File: src/sv/bure_pkg.sv
package bure_pkg;

    // Commands carried in the input item's tuser.
    typedef enum logic [2:0] {
        CMD_PUT       = 3'd0,
        CMD_GET       = 3'd1,
        CMD_AVAILABLE = 3'd2,
        CMD_RX_BYTE   = 3'd3,
        CMD_TX_READY  = 3'd4,
        CMD_TX_DONE   = 3'd5
    } cmd_t;

    // Status codes of a result item.
    localparam logic [1:0] STATUS_OK       = 2'd0;
    localparam logic [1:0] STATUS_TX_FULL  = 2'd1;
    localparam logic [1:0] STATUS_RX_EMPTY = 2'd2;

    localparam int unsigned BYTE_W = 8;

    // Sequencer states.
    typedef enum logic {
        ST_IDLE,
        ST_READ
    } state_t;

    // Result item; the last member lands in the lowest bits of tdata.
    typedef struct packed {
        logic              rx_overflow_flag;
        logic              drain_on;
        logic              receiver_on;
        logic              tx_byte_valid;
        logic [BYTE_W-1:0] tx_byte;
        logic              rx_not_empty;
        logic              read_valid;
        logic [BYTE_W-1:0] read_data;
        logic [1:0]        status;
    } result_t;

endpackage

File: src/sv/bure_ram.sv
module bure_ram #(
    parameter int WIDTH = 8,
    parameter int DEPTH = 64
) (
    input  logic                     clk,
    input  logic                     wr_en,
    input  logic [$clog2(DEPTH)-1:0] wr_addr,
    input  logic [WIDTH-1:0]         wr_data,
    input  logic [$clog2(DEPTH)-1:0] rd_addr,
    output logic [WIDTH-1:0]         rd_data
);

    logic [WIDTH-1:0] mem [DEPTH];

    // One write port and one registered read port.
    always_ff @(posedge clk)
    begin
        if (wr_en)
        begin
            mem[wr_addr] <= wr_data;
        end
        rd_data <= mem[rd_addr];
    end

endmodule

File: src/sv/buffered_uart_ring_engine.sv
// Channel   Direction  Handshake          Payload
// s_axis    in         s_tvalid/s_tready  tuser[2:0] command, tdata[7:0] data
// m_axis    out        m_tvalid/m_tready  tdata[23:0] result fields, status lowest
// cfg       in         cfg_we             cfg_wdata duplex mode
//
// A put, an available, a received byte, a transmit complete or a command that
// finds nothing to read goes straight to a result; a get or a transmitter
// ready that takes a byte waits in ST_READ on the ring memory's read port.
// Reset leaves both rings empty, the receiver on and draining off; no
// clearing pass is needed. A stalled result sits in the output register and
// the next item is taken in the same cycle that register is emptied.
module buffered_uart_ring_engine #(
    parameter int RING_DEPTH = 64
) (
    input  logic        clk,
    input  logic        rst_n,
    input  logic        s_tvalid,
    output logic        s_tready,
    input  logic [7:0]  s_tdata,   // [7:0] data
    input  logic [2:0]  s_tuser,   // [2:0] command
    output logic        m_tvalid,
    input  logic        m_tready,
    output logic [23:0] m_tdata,   // [1:0] status, [9:2] read_data, [10] read_valid,
                                   // [11] rx_not_empty, [19:12] tx_byte,
                                   // [20] tx_byte_valid, [21] receiver_on,
                                   // [22] drain_on, [23] rx_overflow_flag
    input  logic        cfg_we,
    input  logic        cfg_wdata
);

    localparam int AW = $clog2(RING_DEPTH);

    function automatic logic [AW-1:0] ring_next(input logic [AW-1:0] p);
        ring_next = (p == AW'(RING_DEPTH - 1)) ? '0 : p + AW'(1);
    endfunction

    bure_pkg::state_t  state_reg, state_next;
    logic [AW-1:0]     rx_head_reg, rx_head_next, rx_tail_reg, rx_tail_next;
    logic [AW-1:0]     tx_head_reg, tx_head_next, tx_tail_reg, tx_tail_next;
    logic              rx_en_reg, rx_en_next;
    logic              drain_reg, drain_next;
    logic              ovf_reg, ovf_next;
    logic              duplex_reg;
    logic              m_tvalid_reg, m_tvalid_next;
    bure_pkg::result_t out_reg, out_next;
    logic              fill_rx_reg, fill_rx_next;

    logic              accept;
    bure_pkg::cmd_t    cmd;
    logic [AW-1:0]     tx_tail_inc, rx_tail_inc;
    logic              rx_wr_en, tx_wr_en;
    logic [AW-1:0]     rx_rd_addr, tx_rd_addr;
    logic [7:0]        rx_rd_data, tx_rd_data;
    logic              need_read;
    logic [1:0]        status;
    logic              rd_valid, txb_valid;

    assign s_tready = (state_reg == bure_pkg::ST_IDLE) && (!m_tvalid_reg || m_tready);
    assign accept   = s_tvalid && s_tready;
    assign cmd      = bure_pkg::cmd_t'(s_tuser);
    assign m_tvalid = m_tvalid_reg;
    assign m_tdata  = out_reg;

    assign tx_tail_inc = ring_next(tx_tail_reg);
    assign rx_tail_inc = ring_next(rx_tail_reg);
    assign rx_rd_addr  = rx_head_reg;
    assign tx_rd_addr  = tx_head_reg;

    // Ring memories; a write and a read never fall in the same item, so the
    // write lands before any later read of that entry.
    bure_ram #(.WIDTH(8), .DEPTH(RING_DEPTH)) u_rx_ram (
        .clk     (clk),
        .wr_en   (rx_wr_en),
        .wr_addr (rx_tail_reg),
        .wr_data (s_tdata),
        .rd_addr (rx_rd_addr),
        .rd_data (rx_rd_data)
    );

    bure_ram #(.WIDTH(8), .DEPTH(RING_DEPTH)) u_tx_ram (
        .clk     (clk),
        .wr_en   (tx_wr_en),
        .wr_addr (tx_tail_reg),
        .wr_data (s_tdata),
        .rd_addr (tx_rd_addr),
        .rd_data (tx_rd_data)
    );

    // Command decode, pointer update and result assembly.
    always_comb
    begin
        state_next    = state_reg;
        rx_head_next  = rx_head_reg;
        rx_tail_next  = rx_tail_reg;
        tx_head_next  = tx_head_reg;
        tx_tail_next  = tx_tail_reg;
        rx_en_next    = rx_en_reg;
        drain_next    = drain_reg;
        ovf_next      = ovf_reg;
        m_tvalid_next = m_tvalid_reg;
        out_next      = out_reg;
        fill_rx_next  = fill_rx_reg;
        rx_wr_en      = 1'b0;
        tx_wr_en      = 1'b0;
        need_read     = 1'b0;
        status        = bure_pkg::STATUS_OK;
        rd_valid      = 1'b0;
        txb_valid     = 1'b0;

        if (m_tvalid_reg && m_tready)
        begin
            m_tvalid_next = 1'b0;
        end

        case (state_reg)
            bure_pkg::ST_IDLE:
            begin
                if (accept)
                begin
                    case (cmd)
                        bure_pkg::CMD_PUT:
                        begin
                            drain_next = 1'b0;
                            if (tx_tail_inc == tx_head_reg)
                            begin
                                status = bure_pkg::STATUS_TX_FULL;
                            end
                            else
                            begin
                                tx_wr_en     = 1'b1;
                                tx_tail_next = tx_tail_inc;
                            end
                            if (tx_tail_next != tx_head_reg)
                            begin
                                if (!duplex_reg)
                                begin
                                    rx_en_next = 1'b0;
                                end
                                drain_next = 1'b1;
                            end
                        end
                        bure_pkg::CMD_GET:
                        begin
                            if (rx_head_reg == rx_tail_reg)
                            begin
                                status = bure_pkg::STATUS_RX_EMPTY;
                            end
                            else
                            begin
                                rd_valid     = 1'b1;
                                need_read    = 1'b1;
                                rx_head_next = ring_next(rx_head_reg);
                            end
                        end
                        bure_pkg::CMD_RX_BYTE:
                        begin
                            if (rx_en_reg)
                            begin
                                if (rx_tail_inc != rx_head_reg)
                                begin
                                    rx_wr_en     = 1'b1;
                                    rx_tail_next = rx_tail_inc;
                                end
                                else
                                begin
                                    ovf_next = 1'b1;
                                end
                            end
                        end
                        bure_pkg::CMD_TX_READY:
                        begin
                            if (drain_reg)
                            begin
                                if (tx_tail_reg != tx_head_reg)
                                begin
                                    txb_valid    = 1'b1;
                                    need_read    = 1'b1;
                                    tx_head_next = ring_next(tx_head_reg);
                                end
                                if (tx_tail_reg == tx_head_next)
                                begin
                                    drain_next = 1'b0;
                                end
                            end
                        end
                        bure_pkg::CMD_TX_DONE:
                        begin
                            if ((tx_tail_reg == tx_head_reg) && !duplex_reg)
                            begin
                                rx_en_next = 1'b1;
                            end
                        end
                        default:
                        begin
                        end
                    endcase

                    out_next.status           = status;
                    out_next.read_data        = '0;
                    out_next.read_valid       = rd_valid;
                    out_next.rx_not_empty     = (rx_head_next != rx_tail_next);
                    out_next.tx_byte          = '0;
                    out_next.tx_byte_valid    = txb_valid;
                    out_next.receiver_on      = rx_en_next;
                    out_next.drain_on         = drain_next;
                    out_next.rx_overflow_flag = ovf_next;
                    fill_rx_next              = rd_valid;

                    // A byte from a ring comes through the memory's registered read port, so the item waits in ST_READ.
                    if (need_read)
                    begin
                        m_tvalid_next = 1'b0;
                        state_next    = bure_pkg::ST_READ;
                    end
                    else
                    begin
                        m_tvalid_next = 1'b1;
                    end
                end
            end
            bure_pkg::ST_READ:
            begin
                if (fill_rx_reg)
                begin
                    out_next.read_data = rx_rd_data;
                end
                else
                begin
                    out_next.tx_byte = tx_rd_data;
                end
                m_tvalid_next = 1'b1;
                state_next    = bure_pkg::ST_IDLE;
            end
            default:
            begin
                state_next = bure_pkg::ST_IDLE;
            end
        endcase
    end

    // Control state.
    always_ff @(posedge clk or negedge rst_n)
    begin
        if (!rst_n)
        begin
            state_reg    <= bure_pkg::ST_IDLE;
            rx_head_reg  <= '0;
            rx_tail_reg  <= '0;
            tx_head_reg  <= '0;
            tx_tail_reg  <= '0;
            rx_en_reg    <= 1'b1;
            drain_reg    <= 1'b0;
            ovf_reg      <= 1'b0;
            duplex_reg   <= 1'b0;
            m_tvalid_reg <= 1'b0;
        end
        else
        begin
            state_reg    <= state_next;
            rx_head_reg  <= rx_head_next;
            rx_tail_reg  <= rx_tail_next;
            tx_head_reg  <= tx_head_next;
            tx_tail_reg  <= tx_tail_next;
            rx_en_reg    <= rx_en_next;
            drain_reg    <= drain_next;
            ovf_reg      <= ovf_next;
            m_tvalid_reg <= m_tvalid_next;
            if (cfg_we)
            begin
                duplex_reg <= cfg_wdata;
            end
        end
    end

    // Result payload.
    always_ff @(posedge clk)
    begin
        out_reg     <= out_next;
        fill_rx_reg <= fill_rx_next;
    end

    // A queued transmit byte always means draining is on.
    assert property (@(posedge clk) disable iff (!rst_n)
        (tx_head_reg != tx_tail_reg) |-> drain_reg)
        else $error("transmit ring holds data with draining off");

    // No result is shown while a ring read is outstanding.
    assert property (@(posedge clk) disable iff (!rst_n)
        (state_reg == bure_pkg::ST_READ) |-> !m_tvalid_reg)
        else $error("result shown during ring read");

    // A ring read ends with ST_READ followed directly by ST_IDLE and the result shown.
    assert property (@(posedge clk) disable iff (!rst_n)
        (state_reg == bure_pkg::ST_READ) |=> (state_reg == bure_pkg::ST_IDLE) && m_tvalid_reg)
        else $error("ring read did not complete");

    // Pointers stay inside the ring.
    assert property (@(posedge clk) disable iff (!rst_n)
        (32'(rx_tail_reg) < RING_DEPTH) && (32'(tx_tail_reg) < RING_DEPTH)
        && (32'(rx_head_reg) < RING_DEPTH) && (32'(tx_head_reg) < RING_DEPTH))
        else $error("ring pointer out of range");

    // The overflow flag never clears once set.
    assert property (@(posedge clk) disable iff (!rst_n)
        ovf_reg |=> ovf_reg)
        else $error("overflow flag cleared");

endmodule
File: config.mk
export PLATFORM = sky130hd
export DESIGN_NAME = buffered_uart_ring_engine
export DESIGN_NICKNAME = d
export VERILOG_FILES = /design/src/sv/bure_pkg.sv /design/src/sv/bure_ram.sv /design/src/sv/buffered_uart_ring_engine.sv
export SDC_FILE = /design/constraint.sdc
export NUM_CORES = 1
export LEC_CHECK = 0
export BUFFER_PORTS_ARGS = -buffer_cell sky130_fd_sc_hd__buf_2
export CAP_MARGIN = 25
export CORE_MARGIN = 1
export CORE_UTILIZATION = 57
export CTS_CLUSTER_DIAMETER = 40
export DETAILED_ROUTE_END_ITERATION = 16
export GPL_ROUTABILITY_DRIVEN = 0
export GPL_TIMING_DRIVEN = 0
export PLACE_DENSITY = 0.8
export SLEW_MARGIN = 10
export SYNTH_ARGS = -nofsm -noshare
export SYNTH_HDL_FRONTEND = slang
export SYNTH_SLANG_ARGS = --single-unit
File: constraint.sdc
create_clock -name clk -period 3.5 [get_ports clk]
set_clock_uncertainty 0.2 [all_clocks]
set_input_delay 0.175 -clock clk [delete_from_list [all_inputs] [get_ports clk]]
set_output_delay 0.175 -clock clk [all_outputs]
set_load 0.05 [all_outputs]
==> results by group <==
Run status
  • Outcome: complete, but fails checks
  • Failing checks: setup timing

Final layout
  • Cell area after layout: 50400 um2
  • Nets@finish: 2281
  • Final Non-Filler Cells: 3329
  • Layout cell share with drive strength beyond 1: 36.5%
  • Area delta synth->final: 16.4%
  • Most common cell after layout, fill and taps aside: edfxtp_1
  • Most frequent cells in the layout: edfxtp_1 (1048), mux4_2 (328), clkbuf_16 (116), nor2_4 (71), buf_2 (66)

Floorplan
  • Die height: 278 um
  • Starting Density: 57.9%
  • Row cnt: 100
  • Die Span X: 278 um
  • Die Area: 77100 um2
  • Io pins: 43
  • CORE AREA: 74800 um2

Logic synthesis
  • Post-Syn Nets: 2040
  • Register area share after synthesis: 75.1%
  • Synth area leader: edfxtp_1
  • Seq cells post-synth: 1094
  • Yosys warns: 0
  • Synth area leaders: edfxtp_1 (73%), mux4_2 (17%), dfrtp_1 (1.7%), nor2_1 (1.2%), dfxtp_1 (0.74%)
  • Cell count after synthesis: 2019
  • Post-synth cell types: 70
  • Primary FF master, synth: edfxtp_1
  • Share of the synthesized area in the top cell type: 72.7%
  • Post-synthesis async set-or-reset flop share: 2.74%
  • Avg Cell Area, Syn: 21.5 um2
  • EDFF count, synth: 1048
  • Syn Std Cell Area: 43300 um2

Timing
  • Fmax achieved: 0.275 GHz
  • Sum of negative setup slack: -13.21 ns
  • Setup violations, final: 291
  • Worst-Margin Slew: 1.15 ns
  • Final hold violation count: 0
  • Pins Over Slew Limit: 0
  • Worst setup margin: -0.140 ns
  • Crit path time final: 3.64 ns
  • Fin crit share: 104%
  • Slew headroom: 23.4%
  • RSZ-0062 raised after global routing: true

CTS
  • Clk pin slew, worst setup/hold paths: 0.07 ns
  • Clock Sink Count: 1094
  • Num CTS Buffers: 113
  • CTS Root Cell: clkbuf_16
  • H-tree depth: 3
  • CTS tree: yes
  • Clock Latency Late Sink: 0.68 ns
  • Clock Tree Buf Depth: 3

Power and ir drop
  • Pwr Density: 717 nW/um2
  • Max VDD drop: 657 uV
  • Tot Pwr: 0.0362 W
  • LEAKAGE: 15.7 nW

Route
  • Vias per Instance: 6.75
  • Pre-Repair DR Iteration Count: 9
  • Routed len/inst: 31.9 um
  • Top Layer Used: met5
  • Drc violations: 0
  • Post-route ant nets: 0
  • WL final: 106000 um
  • DR WL met2: 52600 um
  • 1st-iter DRT viols: 3621
  • Vias: 22500
  • Met3 wire len: 10400 um
  • Wl on met1: 37700 um

Worst setup path
  • Crit-path max FO: 8
  • Worst path arrival time: 3.83 ns
  • CP required: 3.69 ns
  • Kind of critical path: reg2reg
  • Crit start category: register
  • Crit. End Element: register

GRT
  • Grt total ovfl: 0
  • Number of global-route vias before repair: 22900
  • Antenna violations before repair: 3
  • Largest net degree at the start of global routing: 96
  • First-pass GRT wire length: 155000 um
  • All-Layer GR Usage: 28.0%

Run
  • MaxCap Viol Count: 0

Placement
  • Port Buf Inserts: 42
  • Placed insts: 3047
  • Dpl hpwl: 63800 um
  • Placed cell areas: 45100 um2

Min path
  • Hold Path Class: in2async
-- report_power, final --
group / switching (W) / leakage, nW / internal, W
Clock: 0.00512 / 1.83 / 0.00701
Combinational: 0.00520 / 3.94 / 0.00409
Sequential: 0.000159 / 9.95 / 0.0146
Total: 0.0105 / 15.7 / 0.0257
-- kinds of logic after synthesis --
logic type,after synthesis,share of synthesized area [%]
buf+inv,130,1.44
compound gates,90,1.43
flops,1094,75.1
mux,353,17.7
simple gates,313,3.50
fa+ha+maj,4,0.116
xor+xnor,35,0.725
-- synth_stat cells (13+ instances only) --
cell type and n:
a21oi_1 18, and2_1 20, buf_1 22, buf_2 41, clkbuf_1 40, dfrtp_1 29, dfxtp_1 16, edfxtp_1 1048
mux2_2 13, mux4_2 328, nand2_1 53, nand3_1 19, nor2_1 138, o21ai_0 26, xnor2_1 24
-- worst max-delay path, stage by stage (launching register included) --
cell and delay (ns):
dfrtp_1 0.45, ha_1 0.28, and2_1 0.24, o211ai_1 0.28, a21oi_1 0.13, xnor2_1 0.19, o41ai_2 0.62, inv_2 0.23
nand4b_1 0.18, buf_4 0.30, buf_4 0.17, nor2_4 0.06
-- cell type report --
type                       instances  area (um2)
multi-input combinational        795       11000
antenna                            1        2.50
inverter                          14        57.6
sequential                      1094       32500
buffer                           116         639
fill                            4351       24400
clock inverter                    63         679
timing repair buffer             126        1250
tap                              969        1210
clock buffer                     151        3090
-- metal layers --
layer,track usage (%),vias to the layer above
li1,-,8923
met5,0,-
met3,5.57,371
met2,45.6,1592
met4,12.9,6
met1,36.9,11600
-- metrics by stage --
step	hold WS [ns]	setup slack, ns	util, %
2_1_floorplan	-0.321	0.153	-
3_3_place_gp	0.117	-0.540	59.8
3_5_place_dp	0.124	-0.654	60.3
4_1_cts	0.0119	-0.293	66.9
5_1_grt	0.0668	-0.100	67.4
6_report	0.0615	-0.140	67.4
-- final timing paths --
| path | startpoint | endpoint | slack (ns) | depth (start not counted) |
|---|---|---|---|---|
| worst max-delay path | tx_tail_reg[1]$_DFFE_PN0P_ | u_tx_ram.mem[11][2]$_DFFE_PP_ | -0.14 | 11 |
| worst min-delay path | rst_n | rx_head_reg[5]$_DFFE_PN0P_ | 0.06 | 2 |
| worst max register to register | tx_tail_reg[1]$_DFFE_PN0P_ | u_tx_ram.mem[11][2]$_DFFE_PP_ | -0.14 | 11 |
| worst min register to register | u_rx_ram.rd_data[3]$_DFF_P_ | m_tdata[5]$_DFFE_PP_ | 0.32 | 1 |
| max in group asynchronous | rst_n | rx_tail_reg[1]$_DFFE_PN0P_ | 2.37 | 2 |
| min in group clk | cfg_we | duplex_reg$_DFFE_PN0P_ | 0.16 | 3 |
-- repair_timing --
item | CTS | global route
pin swaps | 19 | 3
hold buffers | 19 | 0
gates resized for setup | 167 | 72
setup endpoints to repair | 975 | 939
hold endpoints to repair | 452 | 0
buffers inserted | 34 | 11
(Power assumes the default switching activity.)
